$ cat config.mk
export PLATFORM = sky130hd
export DESIGN_NAME = split_count_selector
export DESIGN_NICKNAME = d
export VERILOG_FILES = /design/src/rtl/scs_pkg.sv /design/src/rtl/scs_divider.sv /design/src/rtl/scs_datapath.sv /design/src/rtl/scs_ctrl.sv /design/src/rtl/split_count_selector.sv
export SDC_FILE = /design/constraint.sdc
export NUM_CORES = 2
export LEC_CHECK = 0
export ABC_CLOCK_PERIOD_IN_PS = 14300
export BUFFER_PORTS_ARGS = -buffer_cell sky130_fd_sc_hd__buf_2
export CAP_MARGIN = 20
export CORE_ASPECT_RATIO = 2
export CORE_MARGIN = 5
export CORE_UTILIZATION = 60
export CTS_CLUSTER_SIZE = 40
export DETAILED_ROUTE_END_ITERATION = 7
export GPL_TIMING_DRIVEN = 1
export PLACE_DENSITY = 0.87
export REMOVE_ABC_BUFFERS = 1
export SLEW_MARGIN = 20
export SYNTH_ARGS = -nofsm -noshare
export SYNTH_HDL_FRONTEND = slang
export SYNTH_SLANG_ARGS = --single-unit
$ cat constraint.sdc
create_clock -name clock -period 14.3 [get_ports clock]
set_input_delay 2.145 -clock clock [delete_from_list [all_inputs] [get_ports clock]]
set_output_delay 2.145 -clock clock [all_outputs]
set_load 0.02 [all_outputs]
$ cat src/rtl/scs_pkg.sv
// Shared widths, types, codes and control structs for the split count selector.
// No dependencies; every other file in rtl/ refers to this package by scoped names.

package scs_pkg;

   // field and register widths
   localparam int WORK_W     = 24;
   localparam int COLS_W     = 13;
   localparam int CU_W       = 11;
   localparam int LIMIT_W    = 8;
   localparam int SPLIT_W    = 8;
   localparam int DATA_W     = 32;
   localparam int ADDR_W     = 3;

   // scan bounds
   localparam int SPLIT_CAP  = 128;
   localparam int S_W        = $clog2(SPLIT_CAP + 1);
   localparam int IDX_W      = $clog2(SPLIT_CAP);

   // On the scan path 5*work < 4*units, so work < units fits in CU_W bits.
   localparam int N_W        = CU_W + S_W;
   localparam int P_W        = 2 * N_W;
   localparam int SCALED_W   = P_W + 5;
   localparam int FILL_W     = WORK_W + 3;

   // column divider: 4 quotient bits per cycle
   localparam int DIVD_W     = 16;
   localparam int DIV_BITS   = 4;
   localparam int DIV_STEPS  = DIVD_W / DIV_BITS;
   localparam int DIV_CNT_W  = $clog2(DIV_STEPS);
   localparam int REM_W      = S_W + 1;

   typedef logic [WORK_W-1:0]    work_type;
   typedef logic [COLS_W-1:0]    cols_type;
   typedef logic [CU_W-1:0]      cu_type;
   typedef logic [LIMIT_W-1:0]   limit_type;
   typedef logic [SPLIT_W-1:0]   split_type;
   typedef logic [DATA_W-1:0]    word_type;
   typedef logic [ADDR_W-1:0]    addr_type;
   typedef logic [S_W-1:0]       s_type;
   typedef logic [N_W-1:0]       n_type;
   typedef logic [P_W-1:0]       prod_type;
   typedef logic [SCALED_W-1:0]  scaled_type;
   typedef logic [FILL_W-1:0]    fill_type;
   typedef logic [DIVD_W-1:0]    divd_type;
   typedef logic [REM_W-1:0]     rem_type;
   typedef logic [DIV_CNT_W-1:0] div_cnt_type;

   localparam cu_type    CU_RESET    = cu_type'(128);
   localparam limit_type LIMIT_RESET = limit_type'(128);

   typedef enum logic [0:0] {
      REG_COMPUTE_UNITS = 1'b0,
      REG_SPLIT_LIMIT   = 1'b1
   } reg_index_type;

   typedef enum logic [3:0] {
      ST_IDLE,
      ST_CHECK,
      ST_P1_STEP,
      ST_P1_LAUNCH,
      ST_P1_WAIT,
      ST_P1_RESOLVE,
      ST_P2_BEGIN,
      ST_P2_STEP,
      ST_P2_MUL,
      ST_P2_CHECK,
      ST_DONE
   } state_type;

   typedef struct packed {
      logic load;
      logic begin_pass;
      logic step;
      logic div_start;
      logic mul;
      logic resolve;
      logic update_best;
      logic mem_read;
      logic res_one;
      logic res_s;
   } cmd_type;

   typedef struct packed {
      logic quick;
      logic div_done;
      logic last;
      logic elig;
      logic better;
      logic good;
   } status_type;

endpackage

$ cat src/rtl/scs_divider.sv
// Multi-cycle restoring divider for ceil(column_blocks / s).
// Depends on scs_pkg; DIV_BITS quotient bits are retired per cycle.

module scs_divider (
   input  logic              clock,
   input  logic              reset,
   input  logic              start,
   input  scs_pkg::divd_type dividend,
   input  scs_pkg::s_type    divisor,
   output scs_pkg::cols_type quotient,
   output logic              done
);

   logic                     busy_ff;
   logic                     done_ff;
   scs_pkg::div_cnt_type     cnt_ff;
   scs_pkg::rem_type         rem_ff;
   scs_pkg::divd_type        quo_ff;
   scs_pkg::s_type           div_ff;
   scs_pkg::rem_type         rem_in;
   scs_pkg::divd_type        quo_in;

   always_comb begin
      logic bit_in;
      rem_in = rem_ff;
      quo_in = quo_ff;
      for (int i = 0; i < scs_pkg::DIV_BITS; i++) begin
         bit_in = quo_in[scs_pkg::DIVD_W-1];
         quo_in = {quo_in[scs_pkg::DIVD_W-2:0], 1'b0};
         rem_in = {rem_in[scs_pkg::REM_W-2:0], bit_in};
         if (rem_in >= scs_pkg::rem_type'(div_ff)) begin
            rem_in    = rem_in - scs_pkg::rem_type'(div_ff);
            quo_in[0] = 1'b1;
         end
      end
   end

   always_ff @(posedge clock) begin
      if (reset) begin
         busy_ff <= 1'b0;
         done_ff <= 1'b0;
         cnt_ff  <= '0;
      end else begin
         done_ff <= 1'b0;
         if (start) begin
            busy_ff <= 1'b1;
            cnt_ff  <= '0;
         end else if (busy_ff) begin
            cnt_ff <= cnt_ff + scs_pkg::div_cnt_type'(1);
            if (cnt_ff == scs_pkg::div_cnt_type'(scs_pkg::DIV_STEPS - 1)) begin
               busy_ff <= 1'b0;
               done_ff <= 1'b1;
            end
         end
      end
   end

   always_ff @(posedge clock) begin
      if (start) begin
         rem_ff <= '0;
         quo_ff <= dividend;
         div_ff <= divisor;
      end else if (busy_ff) begin
         rem_ff <= rem_in;
         quo_ff <= quo_in;
      end
   end

   assign quotient = quo_ff[scs_pkg::COLS_W-1:0];
   assign done     = done_ff;

endmodule

$ cat src/rtl/scs_datapath.sv
// Datapath: operand capture, running wave count, cross products, eligibility store.
// Depends on scs_pkg and scs_divider; driven by scs_ctrl through cmd_type/status_type.

module scs_datapath (
   input  logic                clock,
   input  logic                reset,
   input  scs_pkg::cmd_type    cmd,
   output scs_pkg::status_type status,
   input  scs_pkg::work_type   req_work_blocks,
   input  scs_pkg::cols_type   req_column_blocks,
   input  scs_pkg::cu_type     cfg_compute_units,
   input  scs_pkg::limit_type  cfg_split_limit,
   output scs_pkg::split_type  split_count
);

   scs_pkg::work_type    work_ff;
   scs_pkg::cols_type    cols_ff;
   scs_pkg::s_type       lim_ff;
   logic                 quick_ff;
   scs_pkg::s_type       s_ff;
   scs_pkg::n_type       n_ff;
   scs_pkg::n_type       q_ff;
   scs_pkg::cu_type      r_ff;
   scs_pkg::n_type       k_ff;
   scs_pkg::cols_type    prevc_ff;
   scs_pkg::n_type       best_n_ff;
   scs_pkg::n_type       best_k_ff;
   scs_pkg::prod_type    pa_ff;
   scs_pkg::prod_type    pb_ff;
   logic                 rd_ff;
   scs_pkg::split_type   res_ff;
   logic                 elig_mem [scs_pkg::SPLIT_CAP];

   scs_pkg::cols_type    lim_cols;
   scs_pkg::fill_type    five_w;
   scs_pkg::fill_type    four_u;
   logic                 quick_in;
   logic [scs_pkg::CU_W:0] sum_r;
   logic [scs_pkg::CU_W:0] diff_r;
   logic                 wrap;
   scs_pkg::cu_type      r_in;
   scs_pkg::n_type       q_in;
   scs_pkg::n_type       k_in;
   scs_pkg::n_type       n_in;
   scs_pkg::s_type       s_m1;
   scs_pkg::cols_type    div_quo;
   logic                 div_done;
   scs_pkg::divd_type    div_dividend;
   logic                 elig_now;
   scs_pkg::scaled_type  pa_x20;
   scs_pkg::scaled_type  pb_x17;

   // scan bound and early-out test, taken from the request ports and configuration at load
   always_comb begin
      lim_cols = req_column_blocks;
      if (scs_pkg::cols_type'(cfg_compute_units) < lim_cols)
         lim_cols = scs_pkg::cols_type'(cfg_compute_units);
      if (scs_pkg::cols_type'(cfg_split_limit) < lim_cols)
         lim_cols = scs_pkg::cols_type'(cfg_split_limit);
      if (scs_pkg::cols_type'(scs_pkg::SPLIT_CAP) < lim_cols)
         lim_cols = scs_pkg::cols_type'(scs_pkg::SPLIT_CAP);
      five_w   = scs_pkg::fill_type'({req_work_blocks, 2'b00})
               + scs_pkg::fill_type'(req_work_blocks);
      four_u   = scs_pkg::fill_type'({cfg_compute_units, 2'b00});
      quick_in = (five_w >= four_u) || (req_work_blocks == '0) || (lim_cols == '0);
   end

   // n = work*s and k = ceil(n/units), advanced by one s; work < units here
   always_comb begin
      sum_r  = {1'b0, r_ff} + {1'b0, work_ff[scs_pkg::CU_W-1:0]};
      diff_r = sum_r - {1'b0, cfg_compute_units};
      wrap   = (sum_r >= {1'b0, cfg_compute_units});
      r_in   = wrap ? diff_r[scs_pkg::CU_W-1:0] : sum_r[scs_pkg::CU_W-1:0];
      q_in   = q_ff + scs_pkg::n_type'(wrap);
      k_in   = q_in + scs_pkg::n_type'(r_in != '0);
      n_in   = n_ff + scs_pkg::n_type'(work_ff[scs_pkg::CU_W-1:0]);
      s_m1   = s_ff - scs_pkg::s_type'(1);
   end

   assign div_dividend = scs_pkg::divd_type'(cols_ff) + scs_pkg::divd_type'(s_ff)
                       - scs_pkg::divd_type'(1);

   scs_divider u_divider (
      .clock    (clock),
      .reset    (reset),
      .start    (cmd.div_start),
      .dividend (div_dividend),
      .divisor  (s_ff),
      .quotient (div_quo),
      .done     (div_done)
   );

   assign elig_now = (s_ff == scs_pkg::s_type'(1)) || (div_quo != prevc_ff);
   assign pa_x20   = scs_pkg::scaled_type'({pa_ff, 4'b0000})
                   + scs_pkg::scaled_type'({pa_ff, 2'b00});
   assign pb_x17   = scs_pkg::scaled_type'({pb_ff, 4'b0000})
                   + scs_pkg::scaled_type'(pb_ff);

   always_ff @(posedge clock) begin
      if (cmd.load) begin
         work_ff   <= req_work_blocks;
         cols_ff   <= req_column_blocks;
         lim_ff    <= lim_cols[scs_pkg::S_W-1:0];
         quick_ff  <= quick_in;
         best_n_ff <= '0;
         best_k_ff <= scs_pkg::n_type'(1);
      end else if (cmd.update_best) begin
         best_n_ff <= n_ff;
         best_k_ff <= k_ff;
      end

      if (cmd.load || cmd.begin_pass) begin
         s_ff <= '0;
         n_ff <= '0;
         q_ff <= '0;
         r_ff <= '0;
         k_ff <= '0;
      end else if (cmd.step) begin
         s_ff <= s_ff + scs_pkg::s_type'(1);
         n_ff <= n_in;
         q_ff <= q_in;
         r_ff <= r_in;
         k_ff <= k_in;
      end

      if (cmd.mul) begin
         pa_ff <= scs_pkg::prod_type'(n_ff) * scs_pkg::prod_type'(best_k_ff);
         pb_ff <= scs_pkg::prod_type'(best_n_ff) * scs_pkg::prod_type'(k_ff);
      end

      if (cmd.resolve)
         prevc_ff <= div_quo;

      if (cmd.res_one)
         res_ff <= scs_pkg::split_type'(1);
      else if (cmd.res_s)
         res_ff <= scs_pkg::split_type'(s_ff);
   end

   // eligibility bits, one per split count, written in the first pass
   always_ff @(posedge clock) begin
      if (cmd.resolve)
         elig_mem[s_m1[scs_pkg::IDX_W-1:0]] <= elig_now;
      if (cmd.mem_read)
         rd_ff <= elig_mem[s_ff[scs_pkg::IDX_W-1:0]];
   end

   assign status.quick    = quick_ff;
   assign status.div_done = div_done;
   assign status.last     = (s_ff == lim_ff);
   assign status.elig     = elig_now;
   assign status.better   = (pa_ff > pb_ff);
   assign status.good     = rd_ff && (pa_x20 >= pb_x17);

   assign split_count = res_ff;

endmodule

$ cat src/rtl/scs_ctrl.sv
// Sequencer for the two scan passes over split counts.
// Depends on scs_pkg; commands scs_datapath and reads its status.

module scs_ctrl (
   input  logic                clock,
   input  logic                reset,
   input  logic                start,
   input  scs_pkg::status_type status,
   output scs_pkg::cmd_type    cmd,
   output logic                busy,
   output logic                rsp_strobe
);

   scs_pkg::state_type state_ff;
   scs_pkg::state_type state_in;

   always_ff @(posedge clock) begin
      if (reset)
         state_ff <= scs_pkg::ST_IDLE;
      else
         state_ff <= state_in;
   end

   always_comb begin
      state_in   = state_ff;
      cmd        = '0;
      busy       = 1'b1;
      rsp_strobe = 1'b0;
      case (state_ff)
         scs_pkg::ST_IDLE: begin
            busy = 1'b0;
            if (start) begin
               cmd.load = 1'b1;
               state_in = scs_pkg::ST_CHECK;
            end
         end
         scs_pkg::ST_CHECK: begin
            if (status.quick) begin
               cmd.res_one = 1'b1;
               state_in    = scs_pkg::ST_DONE;
            end else begin
               state_in = scs_pkg::ST_P1_STEP;
            end
         end
         scs_pkg::ST_P1_STEP: begin
            cmd.step = 1'b1;
            state_in = scs_pkg::ST_P1_LAUNCH;
         end
         scs_pkg::ST_P1_LAUNCH: begin
            cmd.div_start = 1'b1;
            cmd.mul       = 1'b1;
            state_in      = scs_pkg::ST_P1_WAIT;
         end
         scs_pkg::ST_P1_WAIT: begin
            if (status.div_done)
               state_in = scs_pkg::ST_P1_RESOLVE;
         end
         scs_pkg::ST_P1_RESOLVE: begin
            cmd.resolve     = 1'b1;
            cmd.update_best = status.elig && status.better;
            state_in = status.last ? scs_pkg::ST_P2_BEGIN : scs_pkg::ST_P1_STEP;
         end
         scs_pkg::ST_P2_BEGIN: begin
            cmd.begin_pass = 1'b1;
            state_in       = scs_pkg::ST_P2_STEP;
         end
         scs_pkg::ST_P2_STEP: begin
            cmd.step     = 1'b1;
            cmd.mem_read = 1'b1;
            state_in     = scs_pkg::ST_P2_MUL;
         end
         scs_pkg::ST_P2_MUL: begin
            cmd.mul  = 1'b1;
            state_in = scs_pkg::ST_P2_CHECK;
         end
         scs_pkg::ST_P2_CHECK: begin
            if (status.good) begin
               cmd.res_s = 1'b1;
               state_in  = scs_pkg::ST_DONE;
            end else if (status.last) begin
               cmd.res_one = 1'b1;
               state_in    = scs_pkg::ST_DONE;
            end else begin
               state_in = scs_pkg::ST_P2_STEP;
            end
         end
         scs_pkg::ST_DONE: begin
            rsp_strobe = 1'b1;
            state_in   = scs_pkg::ST_IDLE;
         end
         default: begin
            state_in = scs_pkg::ST_IDLE;
         end
      endcase
   end

endmodule

$ cat src/rtl/split_count_selector.sv
// Top level of the split count selector: CSR block, sequencer and datapath.
// Depends on scs_pkg, scs_ctrl, scs_datapath (and scs_divider below it).
// Usage:
//  - Request: drive req_work_blocks and req_column_blocks and raise start; the
//    beat is taken at the edge where start is high and busy is low. busy then
//    stays high until the result has been shown.
//  - Result: rsp_split_count is valid for exactly one cycle, flagged by
//    rsp_strobe. The receiver cannot stall; sample it in that cycle.
//  - Configuration: APB-style, compute_units at byte 0x0, split_limit at 0x4
//    (byte offset bits ignored). Write only while busy is low.
// Sequence (accept edge to strobe):
//  - early out (work fills the units, no work, or an empty scan range): straight
//    from the check state to the strobe. Otherwise two passes over s = 1..L, L =
//    min(split_limit, compute_units, column_blocks, 128); the second pass stops
//    at the first good split count. Each first-pass count steps, launches the
//    column divider and waits for it; each second-pass count reads the
//    eligibility store, multiplies and checks. One item at a time; the next one
//    may start the cycle after the strobe.
// Reset: synchronous, returns to idle and loads compute_units = 128 and
// split_limit = 128; an item in flight is dropped with no result.

module split_count_selector (
   input  logic                clock,
   input  logic                reset,
   input  logic                start,
   output logic                busy,
   input  scs_pkg::work_type   req_work_blocks,
   input  scs_pkg::cols_type   req_column_blocks,
   output logic                rsp_strobe,
   output scs_pkg::split_type  rsp_split_count,
   input  logic                psel,
   input  logic                penable,
   input  logic                pwrite,
   input  scs_pkg::addr_type   paddr,
   input  scs_pkg::word_type   pwdata,
   output scs_pkg::word_type   prdata,
   output logic                pready
);

   scs_pkg::cu_type     cu_ff;
   scs_pkg::limit_type  limit_ff;
   scs_pkg::reg_index_type reg_idx;
   logic                csr_write;
   scs_pkg::cmd_type    cmd;
   scs_pkg::status_type status;

   // CSR decode: the register index is the word address bit
   assign reg_idx   = scs_pkg::reg_index_type'(paddr[2]);
   assign csr_write = psel && penable && pwrite;
   assign pready    = 1'b1;

   always_ff @(posedge clock) begin
      if (reset) begin
         cu_ff    <= scs_pkg::CU_RESET;
         limit_ff <= scs_pkg::LIMIT_RESET;
      end else if (csr_write) begin
         case (reg_idx)
            scs_pkg::REG_COMPUTE_UNITS: cu_ff    <= pwdata[scs_pkg::CU_W-1:0];
            scs_pkg::REG_SPLIT_LIMIT:   limit_ff <= pwdata[scs_pkg::LIMIT_W-1:0];
            default: ;
         endcase
      end
   end

   // read back: zero-extend the selected register
   always_comb begin
      case (reg_idx)
         scs_pkg::REG_COMPUTE_UNITS: prdata = scs_pkg::word_type'(cu_ff);
         scs_pkg::REG_SPLIT_LIMIT:   prdata = scs_pkg::word_type'(limit_ff);
         default:                    prdata = '0;
      endcase
   end

   // sequencer: owns busy and the result strobe
   scs_ctrl u_ctrl (
      .clock      (clock),
      .reset      (reset),
      .start      (start),
      .status     (status),
      .cmd        (cmd),
      .busy       (busy),
      .rsp_strobe (rsp_strobe)
   );

   // datapath: holds operands, running counts, best ratio and the result
   scs_datapath u_datapath (
      .clock             (clock),
      .reset             (reset),
      .cmd               (cmd),
      .status            (status),
      .req_work_blocks   (req_work_blocks),
      .req_column_blocks (req_column_blocks),
      .cfg_compute_units (cu_ff),
      .cfg_split_limit   (limit_ff),
      .split_count       (rsp_split_count)
   );

endmodule

; Yosys cells after proc, flatten, opt, wreduce, memory -nomap -nowiden
; Memory sizes are Yosys's and may differ from the RTL's. A register that Yosys moved wholly into a read port is not among the register bits.
; Index checks and enable logic that the tools add are counted.
[totals]
output_inout_bits = 43
n_memories = 1
regBits = 303
ram_bits = 128
[memory_table]
columns = name, words, word_bits, read_ports, rd_clocked_by_memory_dff, wr, line_no
row1 = u_datapath.elig_mem, 128, 1, 1, 1, 1, scs_datapath.sv:32  ; logic elig_mem [scs_pkg::SPLIT_CAP];
[op_classes]
bitwise_logic = 2
add_sub_neg = 17
n_lt_le_gt_ge = 11
n_mux = 44
mul = 2
reduce_logical = 20
n_eq_ne = 16
[ops]
columns = cell, count
row1 = $mul 19x19->38, 2
row2 = $pmux 32 s2, 1
row3 = $add 42x38->43, 1
row4 = $add 42x40->43, 1
row5 = $ge 43x43->1, 1
row6 = $pmux 4 s10, 1
row7 = $mux 13, 3
row8 = $add 19x1->19, 2
row9 = $gt 38x38->1, 1
row10 = $ge 9x8->1, 4
row11 = $mux 16, 2
row12 = $mux 8, 4
row13 = $sub 8x8->8, 4
row14 = $add 26x24->27, 1
row15 = $ge 27x13->1, 1
row16 = $logic_not 24->1, 1
row17 = $mux 1, 24
row18 = $mux 4, 5
row19 = $add 19x11->19, 1
row20 = $eq 4x3->1 const B, 4
row21 = $sub 16x1->16 const B, 1
row22 = $add 13x8->14, 1
row23 = $logic_not 13->1, 1
row24 = $lt 11x13->1, 1
row25 = other kinds (30), 44

; Logic depth before layout (Yosys ltp)
[logic_depth]
depth_word = 10
ltp_mapped = 37
mapped_depth_nobuf = 36

; Cells and area by module
; A second synthesis with hierarchy kept.
[hier_totals]
hier_cells = 5672
hier_area_um2 = 52845.7
[by_module_without_submodules]
columns = module, area_per_inst_um2, seq_area_each_um2, instances, cells_each
row1 = scs_datapath, 48116.1, 9979.6, 1, 5173
row2 = scs_divider, 3220.6, 960.9, 1, 331
row3 = split_count_selector, 1098.6, 380.4, 1, 113
row4 = scs_ctrl, 410.4, 80.1, 1, 55

; Least setup slack after synthesis
; Ideal clock, no wire load.
[synth_path]
kind = flip-flop to flip-flop
start = register u_datapath.u_divider.div_ff[1]
end = register u_datapath.u_divider.quo_ff[0] (data pin)
period_less_slack_ps = 7809
path_stages_with_launch = 37
setup_time_ps = 266
slack_ps = 6491
t_required_ps = 14034
arrival_ps = 7543
cell_sequence = edfxtp_1 -> inv_1 -> ha_1 -> and3_1 -> a311oi_1 -> a31oi_1 -> o21ai_1 -> buf_4 -> mux2_2 -> ha_1 -> o21ai_0 -> a21o_1 -> a21oi_1 -> o221a_2 -> a211oi_2 -> nand2_1 -> a21oi_1 -> ha_1 -> nor2b_1 -> o21ai_0 -> a21oi_1 -> o41ai_1 -> a21oi_1 -> a211oi_1 -> nor2_2 -> mux2i_1 -> ha_1 -> nor2b_1 -> o21ai_0 -> a21boi_0 -> o21ai_0 -> a21oi_1 -> o31a_1 -> nor2_1 -> nand3_2 -> nor2_1 -> a21oi_1
[synth_between]
elab_chain_len = 10
[synth_lines]
columns = element, line_no
row1 = "start, declared", scs_divider.sv:19  ; scs_pkg::s_type div_ff;
row2 = "start signal, assigned", scs_divider.sv:62  ; div_ff <= divisor;
row3 = $sub 8x8->8 or $ge 9x8->1 (tied branches), "scs_divider.sv:32, scs_divider.sv:31"
row4 = $mux 8, scs_divider.sv:31  ; if (rem_in >= scs_pkg::rem_type'(div_ff)) begin
row5 = $sub 8x8->8 or $ge 9x8->1 (tied branches), "scs_divider.sv:32, scs_divider.sv:31"
row6 = $mux 8, scs_divider.sv:31
row7 = $sub 8x8->8 or $ge 9x8->1 (tied branches), "scs_divider.sv:32, scs_divider.sv:31"
row8 = $mux 8, scs_divider.sv:31
row9 = $ge 9x8->1 (*), scs_divider.sv:31
row10 = $mux 1 (*), scs_divider.sv:31
row11 = $mux 16 (*), scs_divider.sv:63  ; end else if (busy_ff) begin
row12 = $mux 16 (*), scs_divider.sv:59  ; if (start) begin
row13 = "end signal, assigned", scs_divider.sv:61  ; quo_ff <= dividend;
row14 = "end signal, assigned", scs_divider.sv:65  ; quo_ff <= quo_in;
row15 = "end, declared", scs_divider.sv:18  ; scs_pkg::divd_type quo_ff;
; Mark *: on every way between the ends. The rest lies on a longest branch, timed or not. The select of a mux whose other input is x is not followed.
; A chain may end at the register's enable or synchronous reset.

; Worst setup path in the final report
[layout_path]
start = register u_datapath.u_divider.div_ff[1]
end = register u_datapath.u_divider.rem_ff[4]
[layout_between]
elab_chain_len = 8
[layout_lines]
columns = element, line_no
row1 = $sub 8x8->8 or $ge 9x8->1 (tied branches), "scs_divider.sv:32, scs_divider.sv:31"
row2 = $mux 8, scs_divider.sv:31
row3 = $sub 8x8->8 or $ge 9x8->1 (tied branches), "scs_divider.sv:32, scs_divider.sv:31"
row4 = $mux 8, scs_divider.sv:31
row5 = $sub 8x8->8 or $ge 9x8->1 (tied branches), "scs_divider.sv:32, scs_divider.sv:31"
row6 = $mux 8, scs_divider.sv:31
row7 = $sub 8x8->8 or $ge 9x8->1 (tied branches), "scs_divider.sv:32, scs_divider.sv:31"
row8 = $mux 8 (*), scs_divider.sv:31
row9 = "end signal, assigned", scs_divider.sv:64  ; rem_ff <= rem_in;
row10 = "end, declared", scs_divider.sv:17  ; scs_pkg::rem_type rem_ff;
; Mark *: on every way between the ends. The rest lies on a longest branch, timed or not.

==> impl_metrics.json <==
{
  "ys_async_sr_fraction_pct": 0,
  "grt_start_max_net_pins": 129,
  "power.leakage_nw": 25.3,
  "cp-start-kind": "register",
  "slowest_stage": "nor2_1",
  "cp-end-kind": "register",
  "required_ps": 14730,
  "synth_ff_type": "edfxtp_1",
  "wl_um": 138000,
  "ff_latch_area_um2": 11400,
  "skew_ps": 44.2,
  "synthSimpleGateAreaFrac_pct": 16.2,
  "wl_per_cell_um": 20.4,
  "clk_pin_slew_ps": 70,
  "yosys.cell_count.top_type": "inv_1",
  "cts_setup_buffers": 0,
  "worstMarginPinSlew_ps": 1180,
  "outcome": "completed",
  "crit_family": "compound AO/OA/AOI/OAI gates",
  "synth_compound_area_share_pct": 10.7,
  "ant_nets": 0,
  "drc": 0,
  "slowest_delay_ps": 510,
  "synth_area_per_cell_um2": 9.15,
  "cts_resized": 0,
  "numCtsBuffers": 39,
  "area_growth_pct": 5.12,
  "holdPathStages": 2,
  "grt_antenna_before_repair": 4,
  "clk_latency_ps": 590,
  "cts_root_buf": "clkbuf_16",
  "clock_sinks": 432,
  "min_period_ps": 9970,
  "hold_violations": 0,
  "place_congestion": 0.957,
  "ioPinCount": 121,
  "power.density_nw_per_um2": 151,
  "p_total_w": 0.00826,
  "min_from": "u_datapath.k_ff[8]",
  "synth_seq_cells": 432,
  "synth_xor_area_share_pct": 4.79,
  "die_y_um": 426,
  "arrival_ps": 10400,
  "crit_path_frequent_cell": "a21oi_1",
  "grt_usage_pct": 29.9,
  "hp-class": "register to register",
  "synth_cell_types": 94,
  "fillers": 6551,
  "maxCapViolations": 0,
  "synth_top_area_cell": "fa_1",
  "drive_gt1_share_pct": 5.68,
  "crit_buf_inv": 2,
  "start_util_pct": 60.5,
  "multiInputGateArea_um2": 36500,
  "vdd_drop_max_uv": 396,
  "seq_area_frac_synth_pct": 22.0,
  "die_w_um": 218,
  "synth_top_family_by_area": "adder cells",
  "syn_inst": 5674,
  "fin_crit_sh_pct": 69.7,
  "crit_fanout": 12,
  "rrSetupSlack_ps": 4330,
  "netlist_area_um2": 51900,
  "yosys-top-cells-count": "inv_1 (786), nand2_1 (747), fa_1 (587)",
  "firstDrtPassIters": 6,
  "critPathKind": "register to register",
  "synth_mux_area_share_pct": 2.96,
  "hpwl_um": 108000,
  "io_buffers": 75,
  "tritoncts": "built",
  "vias": 41600,
  "overflow": 0,
  "grt_pass1_vias": 45100,
  "reg2reg_to": "u_datapath.u_divider.rem_ff[4]",
  "ys_top_cells_by_area": "fa_1 (23%), edfxtp_1 (16%), ha_1 (13%)",
  "rr_worst_depth": 35,
  "clock.fmax_mhz": 100,
  "clock_path_buffers": 3,
  "initialDrtViolationCount": 2829,
  "reg2reg_from": "u_datapath.u_divider.div_ff[1]",
  "yosys.area.top_type_share_pct": 22.6,
  "core_um2": 85800,
  "drv_slew": 0,
  "min_to": "u_datapath.k_ff[8]",
  "cts_hold_buf": 0,
  "nNetsFinal": 6792,
  "ys_warn_count": 0,
  "synth_edf_count": 275,
  "post_drt_via_cell_ratio": 6.13,
  "grt_pass1_wl_um": 222000,
  "htreeDepth": 2,
  "setup_viol": 0,
  "row_count": 152,
  "rsz0062_at_grt": "no",
  "die-area_um2": 92800,
  "synth_fa_ha_area_share_pct": 35.4,
  "relSlewSlack_pct": 21.0,
  "setup-tns-final_ps": 0
}
## power by group
group | total [W] | switching, W | internal (W)
logic | 0.00535 | 0.00318 | 0.00217
clock network | 0.00109 | 0.000494 | 0.000592
registers | 0.00182 | 0.000264 | 0.00156
## cells in the final DEF, fill, tap and decap left out, types with 104 or more instances in the layout
| master | n |
|---|---|
| inv_1 | 785 |
| nand2_1 | 747 |
| fa_1 | 587 |
| ha_1 | 527 |
| nor2_1 | 343 |
| a21oi_1 | 293 |
| edfxtp_1 | 275 |
| and2_1 | 263 |
| xnor2_1 | 180 |
| o21ai_0 | 175 |
| dfxtp_1 | 155 |
| a21o_1 | 117 |
| nand3_1 | 115 |
| xor2_1 | 104 |
## flip-flops by register name, indices dropped and copies added (netlist names), 4 cells and up
name	cells
u_ctrl.state_ff	4
u_datapath.n_ff	19
u_datapath.u_divider.div_ff	8
u_datapath.k_ff	19
u_datapath.best_k_ff	19
cu_ff	11
u_datapath.cols_ff	13
u_datapath.work_ff	11
u_datapath.best_n_ff	19
u_datapath.q_ff	19
u_datapath.prevc_ff	13
u_datapath.r_ff	11
u_datapath.lim_ff	8
limit_ff	8
u_datapath.elig_mem	128
u_datapath.u_divider.rem_ff	8
u_datapath.s_ff	8
u_datapath.split_count	8
u_datapath.pa_ff	38
u_datapath.pb_ff	38
u_datapath.u_divider.quo_ff	16
## stage by stage
stage | worst slack, ps | instance area (um2) | hold slack [ps] | instances | utilization, %
6_report | 4330 | 54500 | 453 | 6790 | 63.6
5_1_grt | 3520 | 54500 | 479 | 6788 | 63.6
3_3_place_gp | 4550 | 53200 | 438 | 6714 | 62.0
2_1_floorplan | 6290 | 50800 | 436 | 5410 | -
3_5_place_dp | 4420 | 53200 | 446 | 6714 | 62.0
4_1_cts | 4390 | 54500 | 453 | 6784 | 63.6
## cells by family (layout without fill, tap and decap cells)
kind of cell / count (synthesis) / count (layout)
AND/OR/NAND/NOR: 1793 / 1793
AO/OA/AOI/OAI: 879 / 879
multiplexers: 99 / 99
XOR/XNOR: 284 / 284
adder cells (fa/ha/maj): 1114 / 1114
flip-flops: 432 / 432
buffers and inverters: 1071 / 1006
other: 2 / 28
## worst reg2reg max path, delay by kind of cell (launching register included)
kind	cells	cell delay, ps
AOI/OAI and AO/OA	19	4650
and+or+nand+nor	6	1490
muxes	4	1450
adders and majority gates	4	1280
buffers and inverters	2	520
DFF	1	460
## routing by layer
layer	vias to the layer above	share of wire (%)	GRT usage (%)
met5	-	0.012	0
met4	2	11	27.0
met3	915	5.9	4.31
met2	1969	54	56.1
met1	20200	29	27.1
li1	18500	-	-
## worst max path at each step
stage	slack [ps]	end	cells after the start	startpoint
CTS	4390	u_datapath.u_divider.rem_ff[4]	35	u_datapath.u_divider.div_ff[1]
global placement	4550	u_datapath.u_divider.rem_ff[4]	35	u_datapath.u_divider.div_ff[1]
detailed placement	4420	u_datapath.u_divider.rem_ff[4]	35	u_datapath.u_divider.div_ff[1]
floorplan	6290	u_datapath.u_divider.quo_ff[0]	35	u_datapath.u_divider.div_ff[1]
finish	4330	u_datapath.u_divider.rem_ff[4]	35	u_datapath.u_divider.div_ff[1]
global route	3520	u_datapath.u_divider.rem_ff[4]	35	u_datapath.u_divider.div_ff[1]
## area by class of cell
| cell class | count | share of cell area (%) |
|---|---|---|
| Antenna cell | 6 | 0.0275 |
| Clock buffer | 55 | 2.11 |
| Clock inverter | 15 | 0.319 |
| Inverter | 787 | 5.42 |
| Multi-Input combinational cell | 4191 | 66.9 |
| Sequential cell | 432 | 20.9 |
| Tap cell | 1155 | 2.65 |
| Timing Repair Buffer | 149 | 1.71 |
Note: power is estimated with default switching activity, not from simulation.
